**src/design/ttf_pkg.sv**
```systemverilog
// Package for the triangle tangent frame block: field widths, the sequencer state type
// and the default fixed-point setting. Used by every module of the block.
`default_nettype none
package ttf_pkg;
    localparam int POS_W   = 32;          // corner position and result component width
    localparam int UV_W    = 16;          // texture coordinate width
    localparam int DUV_W   = UV_W + 1;    // texture coordinate difference
    localparam int EDGE_W  = POS_W + 1;   // position difference
    localparam int PROD_W  = DUV_W + EDGE_W;
    localparam int ACC_W   = PROD_W + 1;  // numerator after one subtract
    localparam int DET_W   = 2 * DUV_W + 1;
    localparam int NUM_COMP = 6;
    localparam int TERM_W  = 4;
    localparam int UV_FRAC_DEF = 14;
    localparam logic [TERM_W-1:0] TERM_DET_LAST = TERM_W'(1);
    localparam logic [TERM_W-1:0] TERM_FIRST_COMP = TERM_W'(2);
    localparam logic [TERM_W-1:0] TERM_LAST = TERM_W'(13);

    typedef enum logic [2:0] {
        ST_IDLE,
        ST_MUL,
        ST_ACC,
        ST_DIV_GO,
        ST_DIV_WAIT
    } t_state;
endpackage
`default_nettype wire

```
**src/design/ttf_mul.sv**
```systemverilog
// Shared signed multiplier with a registered product.
// Depends on ttf_pkg for the operand widths.
`default_nettype none
module ttf_mul (
    input  wire logic                              i_clk,
    input  wire logic signed [ttf_pkg::DUV_W-1:0]  i_a,
    input  wire logic signed [ttf_pkg::EDGE_W-1:0] i_b,
    output logic signed [ttf_pkg::PROD_W-1:0]      o_prod
);
    import ttf_pkg::*;

    logic signed [PROD_W-1:0] r_prod;

    always_ff @(posedge i_clk) begin
        r_prod <= PROD_W'(i_a) * PROD_W'(i_b);
    end

    assign o_prod = r_prod;
endmodule
`default_nettype wire

```
**src/design/ttf_div.sv**
```systemverilog
// Restoring divider, one quotient bit per cycle: (num * 2^UV_FRAC_BITS) / den,
// truncated toward zero and saturated to 32 bits. Depends on ttf_pkg.
`default_nettype none
module ttf_div #(
    parameter int UV_FRAC_BITS = ttf_pkg::UV_FRAC_DEF
) (
    input  wire logic                              i_clk,
    input  wire logic                              i_rst_n,
    input  wire logic                              i_start,
    input  wire logic signed [ttf_pkg::ACC_W-1:0]  i_num,
    input  wire logic signed [ttf_pkg::DET_W-1:0]  i_den,
    output logic                                   o_done,
    output logic signed [ttf_pkg::POS_W-1:0]       o_quo
);
    import ttf_pkg::*;

    localparam int DW = ACC_W + UV_FRAC_BITS;
    localparam int QW = POS_W;

    logic [ACC_W-1:0] an;
    logic [DET_W-1:0] ad;
    logic [DW-1:0]    dwide;
    logic [DW-QW-1:0] dhi;
    logic [DET_W:0]   rem2;
    logic             ge;
    logic [QW-1:0]    lim;
    logic [QW-1:0]    mag;

    logic             r_busy;
    logic             r_done;
    logic [5:0]       r_cnt;
    logic [DET_W-1:0] r_ad;
    logic [DET_W-1:0] r_rem;
    logic [QW-1:0]    r_dq;
    logic             r_neg;
    logic             r_ovf;

    assign an    = i_num[ACC_W-1] ? ACC_W'(-i_num) : ACC_W'(i_num);
    assign ad    = i_den[DET_W-1] ? DET_W'(-i_den) : DET_W'(i_den);
    assign dwide = {an, {UV_FRAC_BITS{1'b0}}};
    assign dhi   = dwide[DW-1:QW];
    assign rem2  = {r_rem, r_dq[QW-1]};
    assign ge    = rem2 >= {1'b0, r_ad};

    always_ff @(posedge i_clk) begin
        if (!i_rst_n) begin
            r_busy <= 1'b0;
            r_done <= 1'b0;
            r_cnt  <= '0;
        end else begin
            r_done <= r_busy && (r_cnt == 6'd1);
            if (i_start) begin
                r_busy <= 1'b1;
                r_cnt  <= 6'(QW);
            end else if (r_busy) begin
                r_cnt <= r_cnt - 6'd1;
                if (r_cnt == 6'd1) begin
                    r_busy <= 1'b0;
                end
            end
        end
    end

    always_ff @(posedge i_clk) begin
        if (i_start) begin
            r_ad  <= ad;
            r_rem <= DET_W'(dhi);
            r_dq  <= dwide[QW-1:0];
            r_neg <= i_num[ACC_W-1] ^ i_den[DET_W-1];
            // A quotient of 2^32 or more saturates whatever the low bits give.
            r_ovf <= DET_W'(dhi) >= ad;
        end else if (r_busy) begin
            r_rem <= ge ? DET_W'(rem2 - {1'b0, r_ad}) : DET_W'(rem2);
            r_dq  <= {r_dq[QW-2:0], ge};
        end
    end

    assign lim    = r_neg ? {1'b1, {(QW-1){1'b0}}} : {1'b0, {(QW-1){1'b1}}};
    assign mag    = (r_ovf || (r_dq > lim)) ? lim : r_dq;
    assign o_quo  = r_neg ? -mag : mag;
    assign o_done = r_done;
endmodule
`default_nettype wire

```
**src/design/triangle_tangent_frame.sv**
```systemverilog
// Triangle tangent frame: corners in, one tangent/bitangent item per triangle out.
// Depends on ttf_pkg, ttf_mul and ttf_div.
//
// Corners arrive on the slave stream, three to a triangle in list order. The first two
// are stored as they are accepted. The third starts the sequencer: fourteen products
// on the shared multiplier, each through ST_MUL and ST_ACC, and six divisions on the
// bit-serial divider, each started in ST_DIV_GO and awaited in ST_DIV_WAIT, each
// division following its two products; the result item is valid after the last one.
// The result item carries tangent x, y, z then bitangent x, y, z in tdata and the
// degenerate flag in tuser; a zero UV determinant gives zero vectors with the flag set,
// once the determinant is found and with no division.
// The result waits in an output register; the first two corners of the next triangle
// are still taken while the receiver stalls, the third waits until the result has gone.
// Reset (synchronous, active low) drops a partly received triangle and any pending result.
`default_nettype none
module triangle_tangent_frame #(
    parameter int UV_FRAC_BITS = ttf_pkg::UV_FRAC_DEF
) (
    input  wire logic         i_clk,
    input  wire logic         i_rst_n,
    input  wire logic         i_s_tvalid,
    output logic              o_s_tready,
    // pos_x[31:0], pos_y[63:32], pos_z[95:64], tex_u[111:96], tex_v[127:112]
    input  wire logic [127:0] i_s_tdata,
    output logic              o_m_tvalid,
    input  wire logic         i_m_tready,
    // tangent_x, tangent_y, tangent_z, bitangent_x, bitangent_y, bitangent_z, 32 bits each
    output logic [191:0]      o_m_tdata,
    // degenerate
    output logic [0:0]        o_m_tuser
);
    import ttf_pkg::*;

    t_state r_state, n_state;
    logic [1:0]        r_count, n_count;
    logic [TERM_W-1:0] r_t, n_t;
    logic              r_ovalid, n_ovalid;
    logic              r_deg;

    logic signed [POS_W-1:0] r_hp1 [3];
    logic signed [POS_W-1:0] r_hp2 [3];
    logic signed [POS_W-1:0] r_p3  [3];
    logic signed [UV_W-1:0]  r_u1, r_v1, r_u2, r_v2, r_u3, r_v3;
    logic signed [ACC_W-1:0] r_acc;
    logic signed [DET_W-1:0] r_det;
    logic signed [POS_W-1:0] r_res [NUM_COMP];

    logic signed [POS_W-1:0]  in_pos [3];
    logic signed [DUV_W-1:0]  du1, dv1, du2, dv2;
    logic signed [EDGE_W-1:0] e1 [3];
    logic signed [EDGE_W-1:0] e2 [3];
    logic [2:0]               comp;
    logic [1:0]               axis;
    logic signed [EDGE_W-1:0] ea, eb;
    logic signed [DUV_W-1:0]  mul_a;
    logic signed [EDGE_W-1:0] mul_b;
    logic signed [PROD_W-1:0] prod;
    logic signed [ACC_W-1:0]  n_acc;
    logic                     div_start, div_done;
    logic signed [POS_W-1:0]  quo;
    logic                     wr_corner, set_degen, wr_res;

    assign in_pos[0] = i_s_tdata[31:0];
    assign in_pos[1] = i_s_tdata[63:32];
    assign in_pos[2] = i_s_tdata[95:64];

    assign du1 = DUV_W'(r_u2) - DUV_W'(r_u1);
    assign dv1 = DUV_W'(r_v2) - DUV_W'(r_v1);
    assign du2 = DUV_W'(r_u3) - DUV_W'(r_u2);
    assign dv2 = DUV_W'(r_v3) - DUV_W'(r_v2);

    for (genvar g = 0; g < 3; g++) begin : g_edge
        assign e1[g] = EDGE_W'(r_hp2[g]) - EDGE_W'(r_hp1[g]);
        assign e2[g] = EDGE_W'(r_p3[g]) - EDGE_W'(r_hp2[g]);
    end

    // Terms come in pairs: the even one loads the accumulator, the odd one subtracts.
    assign comp = 3'(r_t[TERM_W-1:1]) - 3'd1;
    assign axis = (comp < 3'd3) ? comp[1:0] : 2'(comp - 3'd3);

    always_comb begin
        case (axis)
            2'd0:    begin ea = e1[0]; eb = e2[0]; end
            2'd1:    begin ea = e1[1]; eb = e2[1]; end
            default: begin ea = e1[2]; eb = e2[2]; end
        endcase
        if (r_t < TERM_FIRST_COMP) begin
            mul_a = r_t[0] ? du2 : du1;
            mul_b = r_t[0] ? EDGE_W'(dv1) : EDGE_W'(dv2);
        end else if (comp < 3'd3) begin
            mul_a = r_t[0] ? dv1 : dv2;
            mul_b = r_t[0] ? eb : ea;
        end else begin
            mul_a = r_t[0] ? du2 : du1;
            mul_b = r_t[0] ? ea : eb;
        end
    end

    ttf_mul u_mul (
        .i_clk  (i_clk),
        .i_a    (mul_a),
        .i_b    (mul_b),
        .o_prod (prod)
    );

    assign n_acc = r_t[0] ? (r_acc - ACC_W'(prod)) : ACC_W'(prod);

    ttf_div #(.UV_FRAC_BITS(UV_FRAC_BITS)) u_div (
        .i_clk   (i_clk),
        .i_rst_n (i_rst_n),
        .i_start (div_start),
        .i_num   (r_acc),
        .i_den   (r_det),
        .o_done  (div_done),
        .o_quo   (quo)
    );

    always_ff @(posedge i_clk) begin
        if (!i_rst_n) begin
            r_state  <= ST_IDLE;
            r_count  <= '0;
            r_t      <= '0;
            r_ovalid <= 1'b0;
        end else begin
            r_state  <= n_state;
            r_count  <= n_count;
            r_t      <= n_t;
            r_ovalid <= n_ovalid;
        end
    end

    always_comb begin
        n_state    = r_state;
        n_count    = r_count;
        n_t        = r_t;
        n_ovalid   = r_ovalid && !i_m_tready;
        o_s_tready = 1'b0;
        div_start  = 1'b0;
        wr_corner  = 1'b0;
        set_degen  = 1'b0;
        wr_res     = 1'b0;
        case (r_state)
            ST_IDLE: begin
                o_s_tready = !(r_count[1] && r_ovalid);
                if (i_s_tvalid && o_s_tready) begin
                    wr_corner = 1'b1;
                    if (!r_count[1]) begin
                        n_count = r_count + 2'd1;
                    end else begin
                        n_count = '0;
                        n_t     = '0;
                        n_state = ST_MUL;
                    end
                end
            end
            ST_MUL: begin
                n_state = ST_ACC;
            end
            ST_ACC: begin
                if (r_t == TERM_DET_LAST) begin
                    if (n_acc[DET_W-1:0] == '0) begin
                        set_degen = 1'b1;
                        n_ovalid  = 1'b1;
                        n_state   = ST_IDLE;
                    end else begin
                        n_t     = TERM_FIRST_COMP;
                        n_state = ST_MUL;
                    end
                end else if (!r_t[0]) begin
                    n_t     = r_t + TERM_W'(1);
                    n_state = ST_MUL;
                end else begin
                    n_state = ST_DIV_GO;
                end
            end
            ST_DIV_GO: begin
                div_start = 1'b1;
                n_state   = ST_DIV_WAIT;
            end
            ST_DIV_WAIT: begin
                if (div_done) begin
                    wr_res = 1'b1;
                    if (r_t == TERM_LAST) begin
                        n_ovalid = 1'b1;
                        n_state  = ST_IDLE;
                    end else begin
                        n_t     = r_t + TERM_W'(1);
                        n_state = ST_MUL;
                    end
                end
            end
            default: begin
                n_state = ST_IDLE;
            end
        endcase
    end

    always_ff @(posedge i_clk) begin
        if (wr_corner) begin
            for (int k = 0; k < 3; k++) begin
                if (r_count == 2'd0) begin
                    r_hp1[k] <= in_pos[k];
                end else if (r_count == 2'd1) begin
                    r_hp2[k] <= in_pos[k];
                end else begin
                    r_p3[k] <= in_pos[k];
                end
            end
            if (r_count == 2'd0) begin
                r_u1 <= i_s_tdata[111:96];
                r_v1 <= i_s_tdata[127:112];
            end else if (r_count == 2'd1) begin
                r_u2 <= i_s_tdata[111:96];
                r_v2 <= i_s_tdata[127:112];
            end else begin
                r_u3 <= i_s_tdata[111:96];
                r_v3 <= i_s_tdata[127:112];
            end
        end
        if (r_state == ST_ACC) begin
            r_acc <= n_acc;
            if (r_t == TERM_DET_LAST) begin
                r_det <= n_acc[DET_W-1:0];
            end
        end
        if (set_degen) begin
            r_deg <= 1'b1;
            for (int k = 0; k < NUM_COMP; k++) begin
                r_res[k] <= '0;
            end
        end else if (wr_res) begin
            r_deg <= 1'b0;
            for (int k = 0; k < NUM_COMP; k++) begin
                if (comp == 3'(k)) begin
                    r_res[k] <= quo;
                end
            end
        end
    end

    assign o_m_tvalid = r_ovalid;
    assign o_m_tdata  = {r_res[5], r_res[4], r_res[3], r_res[2], r_res[1], r_res[0]};
    assign o_m_tuser  = r_deg;
endmodule
`default_nettype wire

```
**config.mk**
```make
export PLATFORM = sky130hd
export DESIGN_NAME = triangle_tangent_frame
export DESIGN_NICKNAME = d
export VERILOG_FILES = /design/src/design/ttf_pkg.sv /design/src/design/ttf_mul.sv /design/src/design/ttf_div.sv /design/src/design/triangle_tangent_frame.sv
export SDC_FILE = /design/constraint.sdc
export NUM_CORES = 2
export LEC_CHECK = 0
export ABC_AREA = 1
export ABC_CLOCK_PERIOD_IN_PS = 11800
export BUFFER_PORTS_ARGS = -buffer_cell sky130_fd_sc_hd__buf_2
export CAP_MARGIN = 10
export CORE_MARGIN = 10
export CORE_UTILIZATION = 58
export CTS_CLUSTER_SIZE = 10
export DETAILED_ROUTE_END_ITERATION = 16
export PLACE_DENSITY = 0.72
export SLEW_MARGIN = 0
export SYNTH_ARGS = -nofsm -noshare
export SYNTH_HDL_FRONTEND = slang
export SYNTH_HIERARCHICAL = 1
export SYNTH_SLANG_ARGS = --single-unit
```
**constraint.sdc**
```tcl
create_clock -name i_clk -period 11.8 [get_ports i_clk]
set_input_delay 1.18 -clock i_clk [delete_from_list [all_inputs] [get_ports i_clk]]
set_output_delay 1.18 -clock i_clk [all_outputs]
set_load 0.005 [all_outputs]
```
After elaboration in Yosys (flattened, before gate mapping). Memory sizes are Yosys's and may differ from the RTL's. Cells that the tools add are included.

Bitwise logic cells: 10. Order comparisons: 5. Add/subtract/negate cells: 20. Multiplexer cells: 102. Reduce and logical (&&, ||, !) cells: 23. Multiply operators: 1. Eq/ne operators: 20.

Operators with widths (count): two-way mux 32 bit (11); two-way mux 33 bit (7); subtractor 32 x 32 -> 33 bit (6); case mux 33 bit (2 select lines) (2); two-way mux 51 bit (2); two-way mux 35 bit (2); two-way mux 17 bit (4); subtractor 16 x 16 -> 17 bit (4); two-way mux 1 bit (55); negation 51 bit (1); subtractor 51 x 50 -> 51 bit (1); multiplier 17 x 33 -> 50 bit (1); greater-or-equal comparator 36 x 35 -> 1 bit (1); greater-or-equal comparator 33 x 35 -> 1 bit (1); logical NOT 35 bit (1); negation 35 bit (1); subtractor 35 bit (1); > comparator 32 bit (1); negation 32 bit (1); two-way mux 4 bit (7); case mux 3 bit (5 select lines) (1); == test 3 x 2 -> 1 bit, second input constant (4); two-way mux 3 bit (4); two-way mux 6 bit (2); other kinds (35) (60).

Flip-flop bits (word level): 355. RAM bits: 480. Word-level logic and storage cells: 211. Input bits: 132. Memories kept: 4.

Memories: r_res (depth 6, width 32, read ports 6, clocked after Yosys merged registers in 0, write ports 6, RTL line triangle_tangent_frame.sv:46) `logic signed [POS_W-1:0] r_res [NUM_COMP];`; r_hp1 (depth 3, width 32, read ports 3, clocked after Yosys merged registers in 0, write ports 3, RTL line triangle_tangent_frame.sv:40) `logic signed [POS_W-1:0] r_hp1 [3];`; r_hp2 (depth 3, width 32, read ports 3, clocked after Yosys merged registers in 0, write ports 3, RTL line triangle_tangent_frame.sv:41) `logic signed [POS_W-1:0] r_hp2 [3];`; r_p3 (depth 3, width 32, read ports 3, clocked after Yosys merged registers in 0, write ports 3, RTL line triangle_tangent_frame.sv:42) `logic signed [POS_W-1:0] r_p3 [3];`.

Depth between registers and ports, before layout.
Word-level depth: 9. Mapped depth: 49. Gate-level depth less buffers: 48.

Hierarchy. Netlist, hierarchy kept.

By module, submodules not included: triangle_tangent_frame (seq. area each 20099.3 µm², area each 42687.2 µm², instances 1, cells each 5068); ttf_mul (seq. area each 1001.0 µm², area each 22380.2 µm², instances 1, cells each 3012); ttf_div (seq. area each 3123.0 µm², area each 11923.9 µm², instances 1, cells each 1729).

Worst setup path after synthesis. No wires, ideal clock.

Path kind: input to register. From: input port i_s_tvalid. To: memory r_hp1[0][0] (enable). Setup slack: 1.075 ns. Data required time: 11.025 ns. Buffers on the path: 0. Arrival time: 9.950 ns. Stages: 2. Path through: nand2_1 nor3_1.

RTL lines: start: declaration (RTL line triangle_tangent_frame.sv:21) `input wire logic i_s_tvalid,`; end: declaration (RTL line triangle_tangent_frame.sv:40).

==> report_table.html <==
<table>
<tr><th>Metric</th><th>Value</th></tr>
<tr><th colspan="2">Outcome</th></tr>
<tr><td>Outcome</td><td>finished clean</td></tr>
<tr><th colspan="2">Timing</th></tr>
<tr><td>Slew margin rel.</td><td>6.25%</td></tr>
<tr><td>Post-route clock period utilization</td><td>82.9%</td></tr>
<tr><td>Final setup vio count</td><td>0</td></tr>
<tr><td>Max-slew violation count</td><td>0</td></tr>
<tr><td>Final clock skew</td><td>71.5 ps</td></tr>
<tr><td>Unrepaired setup endpoints after global routing</td><td>no</td></tr>
<tr><td>Final hold violations</td><td>0</td></tr>
<tr><td>Fin Setup TNS</td><td>0 ps</td></tr>
<tr><td>Final critical delay including setup and external delays</td><td>9780 ps</td></tr>
<tr><td>Highest Clock Rate</td><td>102 MHz</td></tr>
<tr><td>Worst-margin pin slew</td><td>1390 ps</td></tr>
<tr><th colspan="2">Global route</th></tr>
<tr><td>First-pass GRT wire length</td><td>385 mm</td></tr>
<tr><td>Largest net degree at the start of global routing</td><td>130</td></tr>
<tr><td>Vias in the first global route</td><td>66.3k</td></tr>
<tr><td>Initial antenna violation count</td><td>26</td></tr>
<tr><td>Overall routing resource usage</td><td>33.8%</td></tr>
<tr><td>Total gr overflow</td><td>0</td></tr>
<tr><th colspan="2">Detailed routing</th></tr>
<tr><td>Post-route ant nets</td><td>0</td></tr>
<tr><td>Via-to-Cell Ratio</td><td>5.66</td></tr>
<tr><td># DRC</td><td>0</td></tr>
<tr><td>Post-DR wirelength/cell</td><td>21.4 um</td></tr>
<tr><td>Routed via count</td><td>67.4k</td></tr>
<tr><td>DRC marker count from the first detailed-route iteration</td><td>6833</td></tr>
<tr><td>Total routed wirelength</td><td>255 mm</td></tr>
<tr><td>DRT Pass-1 Iters</td><td>7</td></tr>
<tr><th colspan="2">Critical path</th></tr>
<tr><td>Number of gates on the worst path with buffers counted</td><td>33</td></tr>
<tr><td>Worst Path Arrival</td><td>10380 ps</td></tr>
<tr><td>Buf+Inv Stages, Crit Path</td><td>6</td></tr>
<tr><td>CP Data Required Time</td><td>12400 ps</td></tr>
<tr><td>Critical path endpoint category</td><td>flip-flop</td></tr>
<tr><td>Kind of start point of the critical path</td><td>flip-flop</td></tr>
<tr><td>Max stage delay on crit path</td><td>960 ps</td></tr>
<tr><td>Critical Setup Path Class</td><td>flip-flop to flip-flop</td></tr>
<tr><td>Critical Path Fanout Max</td><td>17</td></tr>
<tr><td>Crit Reg-Reg Endpoint</td><td>u_mul/o_prod[24]$_DFF_P_</td></tr>
<tr><td>Cell with the largest stage delay on the worst path</td><td>sky130_fd_sc_hd__o21ai_0</td></tr>
<tr><td>Kind of cell with the highest combined delay on the critical path</td><td>adder cells</td></tr>
<tr><td>Cell repeated most along the worst path</td><td>sky130_fd_sc_hd__nand2_1</td></tr>
<tr><td>R2R depth</td><td>33</td></tr>
<tr><td>Worst R2R Start</td><td>r_hp2[0][66]$_DFFE_PP_</td></tr>
<tr><td>R2r setup slk</td><td>2020 ps</td></tr>
<tr><th colspan="2">Hold path</th></tr>
<tr><td>Worst min-delay path endpoint</td><td>u_div/r_cnt[0]$_SDFFE_PP0P_</td></tr>
<tr><td>Count of cells along the worst hold path</td><td>2</td></tr>
<tr><td>Startpoint of the tightest hold check path</td><td>u_div/r_cnt[0]$_SDFFE_PP0P_</td></tr>
<tr><td>Hold Path Class</td><td>flip-flop to flip-flop</td></tr>
<tr><th colspan="2">Synth</th></tr>
<tr><td>Register bit count reported by yosys</td><td>835</td></tr>
<tr><td>Compound-gate portion of the synthesized area</td><td>9.57%</td></tr>
<tr><td>Fraction of the yosys area taken by sequential cells</td><td>31.5%</td></tr>
<tr><td>Synthesized area per cell</td><td>7.85 sq um</td></tr>
<tr><td>Combinational family with the most area after synthesis</td><td>adder cells</td></tr>
<tr><td>XOR/XNOR share of the synthesized area</td><td>2.02%</td></tr>
<tr><td>Mapped Nets</td><td>11.0k</td></tr>
<tr><td>Share of flip-flops with an asynchronous set or reset</td><td>0%</td></tr>
<tr><td>Number of distinct library cells after synthesis</td><td>70</td></tr>
<tr><td>Adder and majority gate portion of the synthesized area</td><td>23.0%</td></tr>
<tr><td>Warnings, synthesis</td><td>6</td></tr>
<tr><td>Post-synthesis instance area</td><td>0.0770 sq mm</td></tr>
<tr><td>Proportion of synthesized area in mux cells</td><td>0%</td></tr>
<tr><td>Main synth FF type</td><td>sky130_fd_sc_hd__edfxtp_1</td></tr>
<tr><td>Number of synthesized flops with an enable pin</td><td>750</td></tr>
<tr><td>Mapped Cells</td><td>9809</td></tr>
<tr><td>Post-synthesis simple-gate area fraction</td><td>22.4%</td></tr>
<tr><th colspan="2">Clock network</th></tr>
<tr><td># resized after CTS</td><td>0</td></tr>
<tr><td>Maximum root-to-sink buffer count</td><td>3</td></tr>
<tr><td>Max H-tree Level</td><td>3</td></tr>
<tr><td>Clock latency reported for the late side of the worst-skew pair</td><td>760 ps</td></tr>
<tr><td>Clock root buffer</td><td>sky130_fd_sc_hd__clkbuf_16</td></tr>
<tr><td>Register clock-pin slew on the reported worst setup and hold paths</td><td>60 ps</td></tr>
<tr><td>Total clock buffers created by CTS</td><td>100</td></tr>
<tr><td>Clock tree from TritonCTS</td><td>yes</td></tr>
<tr><td>Clk sink count</td><td>835</td></tr>
<tr><td>CTS hold repair buffers</td><td>0</td></tr>
<tr><td>Post-CTS setup repair buffer count</td><td>0</td></tr>
<tr><th colspan="2">Floorplanning</th></tr>
<tr><td>Die Footprint</td><td>0.148 sq mm</td></tr>
<tr><td>Placement row count</td><td>133</td></tr>
<tr><td>Top Ports</td><td>327</td></tr>
<tr><td>Die width</td><td>384 um</td></tr>
<tr><td>Vertical die dimension</td><td>384 um</td></tr>
<tr><td>Initial Utilization</td><td>58.5%</td></tr>
<tr><td>Placeable core region</td><td>0.132 sq mm</td></tr>
<tr><th colspan="2">Place</th></tr>
<tr><td>DPL Wire Length</td><td>205 mm</td></tr>
<tr><td>Placer Congestion</td><td>1.07</td></tr>
<tr><td>Number of buffers inserted by port buffering</td><td>326</td></tr>
<tr><td>Placed Area</td><td>0.0806 sq mm</td></tr>
<tr><th colspan="2">Finish</th></tr>
<tr><td>Final instance area</td><td>0.0838 sq mm</td></tr>
<tr><td>FILL cells</td><td>11.6k</td></tr>
<tr><td>Most frequent standard cell in the layout excluding fill and tap cells</td><td>sky130_fd_sc_hd__nand2_1</td></tr>
<tr><td>Net total in the final layout</td><td>11.3k</td></tr>
<tr><td>Most used cells in the layout excluding fill and tap cells</td><td>2356 x sky130_fd_sc_hd__nand2_1, 2060 x sky130_fd_sc_hd__inv_1, 773 x sky130_fd_sc_hd__nor2_1</td></tr>
<tr><td>Share of cells above drive strength 1</td><td>8.12%</td></tr>
<tr><td>Area growth from synthesis to final layout</td><td>8.79%</td></tr>
<tr><th colspan="2">Job</th></tr>
<tr><td>Number of violations of the max-capacitance limit</td><td>0</td></tr>
</table>
-- logic make-up (layout without fill, tap and decap cells) --
kind of cell	Yosys count	count (layout)
other	0	9
AND/OR/NAND/NOR	4063	4063
adder cells (fa/ha/maj)	1085	1085
XOR/XNOR	177	177
flip-flops	835	835
buffers and inverters	2348	2689
AO/OA/AOI/OAI	1301	1301
-- per-stage QoR --
stage	util, %	setup slack (ps)	instances	hold WS (ps)
detailed placement	61.2	2350	11731	477
finish	63.6	2020	11914	488
floorplan	-	1080	9809	444
global placement	61.2	2430	11731	470
CTS	63.6	2320	11904	486
global route	63.6	1660	11911	518
-- area by class of cell --
class,instances,area [sq um],area share [%]
Inverter,2098,7880,9.41
Multi-Input combinational cell,6626,44000,52.5
Sequential cell,835,24200,28.9
Tap cell,1755,2200,2.62
Timing Repair Buffer,418,2350,2.81
Antenna cell,9,22.5,0.0269
Clock buffer,151,2720,3.25
Clock inverter,22,368,0.439
-- worst max path at each step --
stage                                    end  slack (ps)              startpoint
floorplan              r_hp1[0][0]$_DFFE_PP_        1080              i_s_tvalid
global placement    u_mul/o_prod[24]$_DFF_P_        2430  r_hp2[0][66]$_DFFE_PP_
detailed placement  u_mul/o_prod[24]$_DFF_P_        2350     r_t[1]$_SDFFE_PN0P_
CTS                 u_mul/o_prod[24]$_DFF_P_        2320     r_t[1]$_SDFFE_PN0P_
global route        u_mul/o_prod[24]$_DFF_P_        1660     r_t[1]$_SDFFE_PN0P_
finish              u_mul/o_prod[24]$_DFF_P_        2020  r_hp2[0][66]$_DFFE_PP_
-- synth_stat cells (all sizes together), types with 2 or more instances --
library cell / number / share of area, %
a21oi: 515 / 3.4
o31ai: 18 / 0.18
and2: 6 / 0.049
o211a: 2 / 0.026
a31oi: 45 / 0.37
a2111oi: 2 / 0.023
a211oi: 12 / 0.12
nand4: 120 / 1.0
nand3: 479 / 3.3
nor2: 829 / 4.3
o21ba: 2 / 0.026
a31o: 8 / 0.091
o21bai: 48 / 0.47
o22ai: 27 / 0.22
inv: 2092 / 10
or2: 73 / 0.59
and3: 4 / 0.032
dfxtp: 85 / 2.2
nand2: 2400 / 12
o41ai: 2 / 0.023
o2111ai: 12 / 0.14
xnor2: 70 / 0.80
a221oi: 25 / 0.28
a21o: 44 / 0.43
ha: 537 / 8.7
o21a: 23 / 0.22
o311ai: 3 / 0.034
fa: 548 / 14
nor3: 91 / 0.70
o211ai: 14 / 0.14
nor4: 31 / 0.27
o221ai: 9 / 0.10
xor2: 107 / 1.2
o21ai: 465 / 3.1
clkinv: 6 / 0.029
a32o: 4 / 0.052
clkbuf: 206 / 1.0
a21boi: 15 / 0.15
nand3b: 29 / 0.28
a311oi: 2 / 0.023
edfxtp: 750 / 29
buf: 44 / 0.34
-- worst reg2reg max path: cells and delay by family (launching register included) --
family,cells,cell delay (ps)
compound gates,7,2330
xor+xnor,1,360
fa+ha+maj,8,3810
buf+inv,6,450
flops,1,410
simple gates,11,2280
-- layer usage --
layer	global-route usage, %	vias up	share of wire (%)
li1	-	31668	-
met1	44.7	31723	41
met2	53.1	3366	44
met3	8.28	645	11
met4	13.7	24	4.6
met5	0	-	0.063
-- state kept, by name, indices dropped and copies added (netlist names), 50 cells and up --
| register | count |
|---|---|
| r_acc | 51 |
| r_res | 192 |
| r_hp2 | 96 |
| u_mul/o_prod | 50 |
| r_p3 | 96 |
| r_hp1 | 96 |
Power is left out: the tool's default activity adds up to more than one toggle a clock period on the data nets, which glitch-free logic cannot reach.
